**src/design/spdpi_pkg.sv**
```systemverilog
`default_nettype none
// ----------------------------------------------------------------------------
// spdpi_pkg
// Shared constants for the speed PI controller with output filter.
// ----------------------------------------------------------------------------
package spdpi_pkg;

	// Default width of the speed fields.
	localparam int SPEED_WIDTH_DEF = 16;

	// Configuration register indexes.
	localparam logic [1:0] REG_PROP_GAIN    = 2'd0;
	localparam logic [1:0] REG_INTEG_GAIN   = 2'd1;
	localparam logic [1:0] REG_FILTER_ALPHA = 2'd2;
	localparam logic [1:0] REG_OUTPUT_LIMIT = 2'd3;

	// Register widths and reset values (gains Q8.8, alpha Q1.16).
	localparam int GAIN_W  = 16;
	localparam int ALPHA_W = 17;
	localparam int LIMIT_W = 15;
	localparam int CFG_W   = 17;

	localparam logic [GAIN_W-1:0]  PROP_GAIN_RST    = 16'd3648;
	localparam logic [GAIN_W-1:0]  INTEG_GAIN_RST   = 16'd1024;
	localparam logic [ALPHA_W-1:0] FILTER_ALPHA_RST = 17'd62259;
	localparam logic [LIMIT_W-1:0] OUTPUT_LIMIT_RST = 15'd5000;

	// Unity in Q1.16.
	localparam logic [ALPHA_W-1:0] ONE_Q16 = 17'h1_0000;

	// Width of the stored filter value and of the drive output.
	localparam int FILT_W  = 48;
	localparam int DRIVE_W = 16;

endpackage
`default_nettype wire

```
**src/design/speed_pi_with_output_filter.sv**
```systemverilog
`default_nettype none
// ----------------------------------------------------------------------------
// speed_pi_with_output_filter
// Incremental PI speed controller followed by a first-order output filter.
// ----------------------------------------------------------------------------
// A result is offered once an accepted input has passed through all states,
// later only if the previous result is still waiting downstream. No new input
// is taken until the result is offered; five products go through a single
// shared multiplier, each followed by an accumulate or finishing step.
// Reset (arst_n low, asynchronous): gains, alpha and limit return to their
// defaults, and the stored error, output and filter value clear to zero.
// ----------------------------------------------------------------------------
module speed_pi_with_output_filter #(
	parameter int SPEED_WIDTH = spdpi_pkg::SPEED_WIDTH_DEF
) (
	input  wire logic                          clk,
	input  wire logic                          arst_n,

	// Configuration write port.
	input  wire logic                          cfg_we,
	input  wire logic [1:0]                    cfg_index,
	input  wire logic [spdpi_pkg::CFG_W-1:0]   cfg_data,

	// Input stream.
	input  wire logic                          s_axis_tvalid,
	output logic                               s_axis_tready,
	// tdata fields, lowest bit first: target_speed, measured_speed, zero pad.
	input  wire logic [((2*SPEED_WIDTH+7)/8)*8-1:0] s_axis_tdata,

	// Output stream.
	output logic                               m_axis_tvalid,
	input  wire logic                          m_axis_tready,
	// tdata fields, lowest bit first: drive_out.
	output logic [spdpi_pkg::DRIVE_W-1:0]      m_axis_tdata,
	// tuser fields, lowest bit first: saturated.
	output logic                               m_axis_tuser
);

	// ------------------------------------------------------------------
	// Derived widths. The error needs one bit more than a speed, the
	// error change two. The shared multiplier takes a signed operand wide
	// enough for the error change or a 32-bit value, times an 18-bit
	// signed operand that carries an unsigned gain or filter weight.
	// ------------------------------------------------------------------
	localparam int SW     = SPEED_WIDTH;
	localparam int ERR_W  = SW + 1;
	localparam int DERR_W = SW + 2;
	localparam int MA_W   = (DERR_W > 32) ? DERR_W : 32;
	localparam int MB_W   = 18;
	localparam int PR_W   = MA_W + MB_W;
	localparam int ACC_W  = PR_W + 2;
	localparam int INC_W  = ACC_W - 8;
	localparam int SUM_W  = INC_W + 1;
	localparam int O_W    = ACC_W - 16;
	localparam int FW     = spdpi_pkg::FILT_W;
	localparam int DW     = spdpi_pkg::DRIVE_W;

	// Signed 32-bit saturation bounds at the width of the pre-filter sum.
	localparam logic signed [SUM_W-1:0] SAT_HI = {{(SUM_W-32){1'b0}}, 32'h7FFF_FFFF};
	localparam logic signed [SUM_W-1:0] SAT_LO = {{(SUM_W-32){1'b1}}, 32'h8000_0000};

	// Sequencer states. Each multiply state loads the product register;
	// the state after it folds that product into the accumulator.
	localparam logic [3:0] ST_IDLE = 4'd0;
	localparam logic [3:0] ST_MP   = 4'd1; // kp * error change
	localparam logic [3:0] ST_MI   = 4'd2; // ki * error
	localparam logic [3:0] ST_NUM  = 4'd3; // finish the PI numerator
	localparam logic [3:0] ST_SUM  = 4'd4; // increment, add, saturate
	localparam logic [3:0] ST_MS   = 4'd5; // sum * alpha
	localparam logic [3:0] ST_MH   = 4'd6; // high part of previous * weight
	localparam logic [3:0] ST_ML   = 4'd7; // low part of previous * weight
	localparam logic [3:0] ST_FIN  = 4'd8; // add the scaled low product
	localparam logic [3:0] ST_OUT  = 4'd9; // truncate, clamp, present

	// Configuration registers.
	logic [spdpi_pkg::GAIN_W-1:0]  prop_gain_q;
	logic [spdpi_pkg::GAIN_W-1:0]  integ_gain_q;
	logic [spdpi_pkg::ALPHA_W-1:0] filter_alpha_q;
	logic [spdpi_pkg::LIMIT_W-1:0] output_limit_q;

	// Controller state carried from item to item.
	logic signed [ERR_W-1:0] prev_err_q;
	logic signed [DW-1:0]    held_q;
	logic signed [FW-1:0]    prev_filt_q;

	// Working registers for one item.
	logic [3:0]               state_q;
	logic signed [ERR_W-1:0]  err_q;
	logic signed [DERR_W-1:0] derr_q;
	logic signed [31:0]       sum_q;
	logic signed [PR_W-1:0]   prod_q;
	logic signed [ACC_W-1:0]  acc_q;

	// Output register.
	logic                 m_valid_q;
	logic signed [DW-1:0] drive_q;
	logic                 sat_q;

	// Input fields.
	logic signed [SW-1:0]    target_speed;
	logic signed [SW-1:0]    measured_speed;
	logic signed [ERR_W-1:0] err_new;

	assign target_speed   = s_axis_tdata[SW-1:0];
	assign measured_speed = s_axis_tdata[2*SW-1:SW];
	assign err_new        = ERR_W'(target_speed) - ERR_W'(measured_speed);

	// Alpha above one acts as one; the complementary weight follows.
	logic [spdpi_pkg::ALPHA_W-1:0] alpha_eff;
	logic [spdpi_pkg::ALPHA_W-1:0] weight;

	assign alpha_eff = (filter_alpha_q > spdpi_pkg::ONE_Q16) ? spdpi_pkg::ONE_Q16
	                                                         : filter_alpha_q;
	assign weight    = spdpi_pkg::ONE_Q16 - alpha_eff;

	// The previous filter value splits into a floor part (arithmetic shift)
	// and an unsigned 16-bit fraction.
	logic signed [FW-17:0] prev_hi;
	logic [15:0]           prev_lo;

	assign prev_hi = prev_filt_q[FW-1:16];
	assign prev_lo = prev_filt_q[15:0];

	// ------------------------------------------------------------------
	// Shared multiplier with its operand selection.
	// ------------------------------------------------------------------
	logic signed [MA_W-1:0] mul_a;
	logic signed [MB_W-1:0] mul_b;
	logic signed [PR_W-1:0] mul_p;

	always_comb begin
		mul_a = '0;
		mul_b = '0;
		case (state_q)
			ST_MP: begin
				mul_a = MA_W'(derr_q);
				mul_b = {2'b00, prop_gain_q};
			end
			ST_MI: begin
				mul_a = MA_W'(err_q);
				mul_b = {2'b00, integ_gain_q};
			end
			ST_MS: begin
				mul_a = MA_W'(sum_q);
				mul_b = {1'b0, alpha_eff};
			end
			ST_MH: begin
				mul_a = MA_W'(prev_hi);
				mul_b = {1'b0, weight};
			end
			ST_ML: begin
				mul_a = {{(MA_W-16){1'b0}}, prev_lo};
				mul_b = {1'b0, weight};
			end
			default: begin
				mul_a = '0;
				mul_b = '0;
			end
		endcase
	end

	assign mul_p = mul_a * mul_b;

	// ------------------------------------------------------------------
	// Increment: the PI numerator divided by 256, rounded toward zero,
	// then added to the held output and saturated to signed 32 bits.
	// ------------------------------------------------------------------
	logic signed [INC_W-1:0] inc;
	logic signed [SUM_W-1:0] sum_wide;
	logic signed [31:0]      sum_sat;

	assign inc = acc_q[ACC_W-1:8]
	           + INC_W'(acc_q[ACC_W-1] && (acc_q[7:0] != 8'd0));
	assign sum_wide = SUM_W'(held_q) + SUM_W'(inc);

	always_comb begin
		if (sum_wide > SAT_HI) begin
			sum_sat = 32'sh7FFF_FFFF;
		end else if (sum_wide < SAT_LO) begin
			sum_sat = 32'sh8000_0000;
		end else begin
			sum_sat = sum_wide[31:0];
		end
	end

	// ------------------------------------------------------------------
	// Output: the filter value divided by 65536 toward zero, then clamped
	// to the symmetric limit. A zero limit yields zero with the flag set.
	// ------------------------------------------------------------------
	logic signed [O_W-1:0] out_trunc;
	logic signed [O_W-1:0] lim_pos;
	logic signed [O_W-1:0] lim_neg;
	logic signed [O_W-1:0] out_clamp;
	logic                  out_sat;

	assign out_trunc = acc_q[ACC_W-1:16]
	                 + O_W'(acc_q[ACC_W-1] && (acc_q[15:0] != 16'd0));
	assign lim_pos   = O_W'(output_limit_q);
	assign lim_neg   = -lim_pos;

	always_comb begin
		if (out_trunc >= lim_pos) begin
			out_clamp = lim_pos;
			out_sat   = 1'b1;
		end else if (out_trunc <= lim_neg) begin
			out_clamp = lim_neg;
			out_sat   = 1'b1;
		end else begin
			out_clamp = out_trunc;
			out_sat   = 1'b0;
		end
	end

	logic out_load;
	assign out_load = (state_q == ST_OUT) && (!m_valid_q || m_axis_tready);

	// ------------------------------------------------------------------
	// Configuration registers.
	// ------------------------------------------------------------------
	always_ff @(posedge clk or negedge arst_n) begin
		if (!arst_n) begin
			prop_gain_q    <= spdpi_pkg::PROP_GAIN_RST;
			integ_gain_q   <= spdpi_pkg::INTEG_GAIN_RST;
			filter_alpha_q <= spdpi_pkg::FILTER_ALPHA_RST;
			output_limit_q <= spdpi_pkg::OUTPUT_LIMIT_RST;
		end else if (cfg_we) begin
			case (cfg_index)
				spdpi_pkg::REG_PROP_GAIN:    prop_gain_q    <= cfg_data[spdpi_pkg::GAIN_W-1:0];
				spdpi_pkg::REG_INTEG_GAIN:   integ_gain_q   <= cfg_data[spdpi_pkg::GAIN_W-1:0];
				spdpi_pkg::REG_FILTER_ALPHA: filter_alpha_q <= cfg_data[spdpi_pkg::ALPHA_W-1:0];
				spdpi_pkg::REG_OUTPUT_LIMIT: output_limit_q <= cfg_data[spdpi_pkg::LIMIT_W-1:0];
				default: ;
			endcase
		end
	end

	// ------------------------------------------------------------------
	// Sequencer and controller state.
	// ------------------------------------------------------------------
	always_ff @(posedge clk or negedge arst_n) begin
		if (!arst_n) begin
			state_q     <= ST_IDLE;
			prev_err_q  <= '0;
			held_q      <= '0;
			prev_filt_q <= '0;
		end else begin
			case (state_q)
				ST_IDLE: begin
					if (s_axis_tvalid) begin
						prev_err_q <= err_new;
						state_q    <= ST_MP;
					end
				end
				ST_MP:  state_q <= ST_MI;
				ST_MI:  state_q <= ST_NUM;
				ST_NUM: state_q <= ST_SUM;
				ST_SUM: state_q <= ST_MS;
				ST_MS:  state_q <= ST_MH;
				ST_MH:  state_q <= ST_ML;
				ST_ML:  state_q <= ST_FIN;
				ST_FIN: state_q <= ST_OUT;
				ST_OUT: begin
					if (out_load) begin
						prev_filt_q <= acc_q[FW-1:0];
						held_q      <= out_clamp[DW-1:0];
						state_q     <= ST_IDLE;
					end
				end
				default: state_q <= ST_IDLE;
			endcase
		end
	end

	// Datapath registers; the accumulator sums the products in turn.
	always_ff @(posedge clk) begin
		prod_q <= mul_p;
		case (state_q)
			ST_IDLE: begin
				err_q  <= err_new;
				derr_q <= DERR_W'(err_new) - DERR_W'(prev_err_q);
			end
			ST_MI:  acc_q <= ACC_W'(prod_q);
			ST_NUM: acc_q <= acc_q + ACC_W'(prod_q);
			ST_SUM: sum_q <= sum_sat;
			ST_MH:  acc_q <= ACC_W'(prod_q);
			ST_ML:  acc_q <= acc_q + ACC_W'(prod_q);
			ST_FIN: acc_q <= acc_q + ACC_W'(prod_q >>> 16);
			default: ;
		endcase
		if (out_load) begin
			drive_q <= out_clamp[DW-1:0];
			sat_q   <= out_sat;
		end
	end

	// Output valid flag; a waiting result does not block a new input.
	always_ff @(posedge clk or negedge arst_n) begin
		if (!arst_n) begin
			m_valid_q <= 1'b0;
		end else if (out_load) begin
			m_valid_q <= 1'b1;
		end else if (m_axis_tready) begin
			m_valid_q <= 1'b0;
		end
	end

	assign s_axis_tready = (state_q == ST_IDLE);
	assign m_axis_tvalid = m_valid_q;
	assign m_axis_tdata  = drive_q;
	assign m_axis_tuser  = sat_q;

endmodule
`default_nettype wire
```
**config.mk**
```make
export PLATFORM = sky130hd
export DESIGN_NAME = speed_pi_with_output_filter
export DESIGN_NICKNAME = d
export VERILOG_FILES = /design/src/design/spdpi_pkg.sv /design/src/design/speed_pi_with_output_filter.sv
export SDC_FILE = /design/constraint.sdc
export NUM_CORES = 2
export LEC_CHECK = 0
export BUFFER_PORTS_ARGS = -buffer_cell sky130_fd_sc_hd__buf_2
export CAP_MARGIN = 0
export CORE_ASPECT_RATIO = 1.2
export CORE_UTILIZATION = 35
export CTS_BUF_LIST = sky130_fd_sc_hd__clkbuf_4
export DETAILED_ROUTE_END_ITERATION = 12
export GPL_ROUTABILITY_DRIVEN = 0
export RECOVER_POWER = 50
export SETUP_SLACK_MARGIN = 0.1
export SYNTH_ARGS = -nofsm -noshare
export SYNTH_HDL_FRONTEND = slang
export SYNTH_SLANG_ARGS = --single-unit
```
**constraint.sdc**
```tcl
create_clock -name clk -period 9.2 [get_ports clk]
set_input_delay 0.92 -clock clk [delete_from_list [all_inputs] [get_ports clk]]
set_output_delay 0.92 -clock clk [all_outputs]
set_load 0.005 [all_outputs]
```
==> summary.md <==
| Metric | Value |
|---|---|
| Crit path required time | `9.95 ns` |
| Cts-stage hold buffer count | `0` |
| ANT nets after route | `0` |
| Remaining Overflow, GRT | `0` |
| DIE HEIGHT | `384 µm` |
| Slowest stage delay, CP | `0.56 ns` |
| Post-synthesis mux area share | `2.69%` |
| Failing checks | `max-capacitance violations, max-slew violations` |
| DRT iter0 DRCs | `2743` |
| # port buffers | `74` |
| Post-synthesis async set-or-reset flop share | `44.6%` |
| Vias post-DR | `35.3k` |
| CTS sink count | `336` |
| Shortest period the worst path allows | `8.83 ns` |
| Largest net degree at the start of global routing | `89` |
| Syn Inst Count | `4880` |
| Post-DP HPWL | `106000 µm` |
| Warnings from Yosys | `0` |
| Die footprint | `123000 µm²` |
| Slowest CP cell | `or4_4` |
| Worst Max-Slew Pin Slew | `5.10 ns` |
| Crit path max fanout | `6` |
| Fmax | `113 MHz` |
| Total of max-cap violations | `4` |
| Commonest non-fill, non-tap cell in the layout | `nand2_1` |
| CP dominant cell by count | `fa_1` |
| Share of cells above drive strength 1 | `12.4%` |
| Die Span X | `320 µm` |
| Setup CP Type | `reg -> reg` |
| Area of the multi-input gates | `30400 µm²` |
| Xor/xnor cell area share of the yosys netlist | `4.98%` |
| Synthesized area | `42500 µm²` |
| Area growth syn-to-layout | `10.0%` |
| Largest family of logic cells by synthesized area | `adder cells` |
| Synth Area in Simple Gates | `16.8%` |
| Min Hold Slack | `0.245 ns` |
| I/O pin count | `75` |
| Final Instance Area | `46800 µm²` |
| Post-synthesis sequential area ratio | `20.8%` |
| Initial Util | `35.4%` |
| Clock root cell | `clkbuf_4` |
| Nets | `5860` |
| Status | `finished, violations left` |
| # rows | `139` |
| Dpl cell area | `45100 µm²` |
| Synth Area in Compound Gates | `12.4%` |
| Slew HR | `-240%` |
| Commonest cells after routing, fill and taps aside | `806 x nand2_1, 710 x inv_1, 519 x fa_1` |
| Longest Clk Path Bufs | `3` |
| Max Clock Skew | `0.106 ns` |
| CTS Buf Count | `90` |
| Post-synth EDFFs | `136` |
| Syn Area/Cell | `8.72 µm²` |
| CP startpoint kind | `flop` |
| HP Class | `in -> reg` |
| Core area | `120000 µm²` |
| Total wire length | `132000 µm` |
| Adder-cell share of the synthesized area | `33.6%` |
| Crit share post-route | `95.9%` |
| Fin. max-slew vios | `246` |
| Post-route setup slack | `0.374 ns` |
| Reg area | `8860 µm²` |
| Final core occ | `38.9%` |
| Number of global-route vias before repair | `36.0k` |
| First-pass GRT wire length | `207000 µm` |
| Via/cell ratio | `5.29` |
| Setup crit end kind | `flop` |
| FILL cells | `12.3k` |
| Top_reg_cell synth | `edfxtp_1` |
| CTS tree | `yes` |
| Final Hold Fails | `0` |
| DP Worst Slack | `-0.0268 ns` |
| GRT Total Usage | `21.7%` |
| Post-DR wirelength/cell | `19.8 µm` |
| Final setup fails | `0` |
| Syn Nets | `5764` |
| Yosys cell types | `99` |
| Initial antenna violation count | `12` |
| Crit path DAT | `9.57 ns` |
| DR DRC count | `0` |
| Worst-Skew Late Latency | `0.91 ns` |
| CTS H-Tree Depth | `3` |
| Seq cells post-synth | `336` |
| RSZ-0062 raised after global routing | `true` |
| Initial DRT Pass Iterations | `6` |
| Clk slew on worst S/H paths | `0.07 ns` |
[synthesized netlist by cell type, types with 9 or more instances]
cell type    n  share of area, %
a21oi_1    236               2.8
and3_1      29              0.43
a221o_1     16              0.38
nand3_1     76              0.89
xor2_1      87               1.8
buf_6       10              0.26
nand4_1     58              0.85
dfstp_2     20               1.2
a22oi_1     26              0.46
nor4_1      17              0.25
mux2_2      90               2.4
ha_1       303               8.9
buf_1       10             0.088
a211oi_1    21              0.37
o21ai_0    149               1.8
nand2_1    806               7.1
nor2_1     420               3.7
o21ai_2     30              0.62
edfxtp_1   136               9.6
a21boi_0     9              0.16
clkbuf_1   169               1.5
or3_1       25              0.37
fa_1       525                25
a31o_2      14              0.29
dfxtp_1     50               2.4
o21a_1      30              0.53
o31ai_1     12              0.21
mux2i_1     13              0.31
inv_1      715               6.3
o21bai_1    21              0.37
o21ai_1     19              0.22
nor2b_1     28              0.41
a221oi_1    24              0.49
xnor2_1    155               3.2
nor3_1      53              0.62
and2_1      14              0.21
and4_1      23              0.47
a21o_1      76               1.3
nand2b_1    24              0.35
buf_2       27              0.32
a31oi_1     21              0.31
dfrtp_1    130               7.6
or2_2       16              0.24
[critical path: cells and delay by family (launching register included)]
| kind | cells | cell delay, ns |
|---|---|---|
| AND/OR/NAND/NOR | 6 | 1.66 |
| buffers and inverters | 8 | 0.84 |
| flip-flops | 1 | 0.37 |
| AO/OA/AOI/OAI | 11 | 2.25 |
| XOR/XNOR | 1 | 0.16 |
| adder cells (fa/ha/maj) | 7 | 3.36 |
[path summary, 6_finish.rpt]
path / end / cells past startpoint / slack [ns] / startpoint
max in group asynchronous: prev_filt_q[35]$_DFFE_PN0P_ / 2 / 2.04 / arst_n
worst max-delay path: prod_q[48]$_DFF_P_ / 33 / 0.37 / filter_alpha_q[4]$_DFFE_PN1P_
worst max register to register: prod_q[48]$_DFF_P_ / 33 / 0.37 / filter_alpha_q[4]$_DFFE_PN1P_
min in group asynchronous: prev_err_q[7]$_DFFE_PN0P_ / 1 / 1.88 / arst_n
worst min register to register: prev_filt_q[30]$_DFFE_PN0P_ / 2 / 0.48 / prev_filt_q[30]$_DFFE_PN0P_
worst min-delay path: filter_alpha_q[16]$_DFFE_PN0P_ / 2 / 0.24 / cfg_data[16]
[sequential cells by signal (all words and copies together) (netlist names)]
register        cells
sum_q              32
filter_alpha_q     17
integ_gain_q       16
acc_q              52
prev_err_q         17
output_limit_q     15
prev_filt_q        48
derr_q             18
m_axis_tuser        1
prop_gain_q        16
err_q              17
m_axis_tvalid       1
m_axis_tdata       16
held_q             16
prod_q             50
state_q             4
[final cells by class]
class	count	share of cell area, %
inverters	717	5.76
well taps	1621	4.33
repair buffers	231	3.43
diodes	5	0.0267
clock inverters	42	0.564
multi-input cells	3600	64.9
flip-flops and latches	336	18.9
clock buffers	127	2.04
[stage by stage]
step,setup TNS [ns],cells
global route,0,6679
floorplan,0,4880
CTS,0,6660
detailed placement,-0.0268,6487
global placement,0,6487
finish,0,6679
[routing by layer]
layer | vias to the layer above | part of all wire (%) | track usage, %
li1 | 16200 | - | -
met1 | 17600 | 41 | 27.6
met2 | 1173 | 49 | 37.7
met3 | 275 | 5.6 | 2.35
met4 | 0 | 3.9 | 8.07
met5 | - | 0 | 0
[cells by family after synthesis]
logic type,after synthesis
and+or+nand+nor,1625
buffers and inverters,944
adders and majority gates,828
AOI/OAI and AO/OA,802
DFF,336
xor gates and xnor gates,242
muxes,103
[repair_timing]
action                     CTS  global route
resized for setup            7            77
pin swaps                    3            35
setup buffers                4            14
setup endpoints to repair    7            20
Power is left out: the tool's default activity adds up to more than one toggle a clock period on the data nets, which glitch-free logic cannot reach.
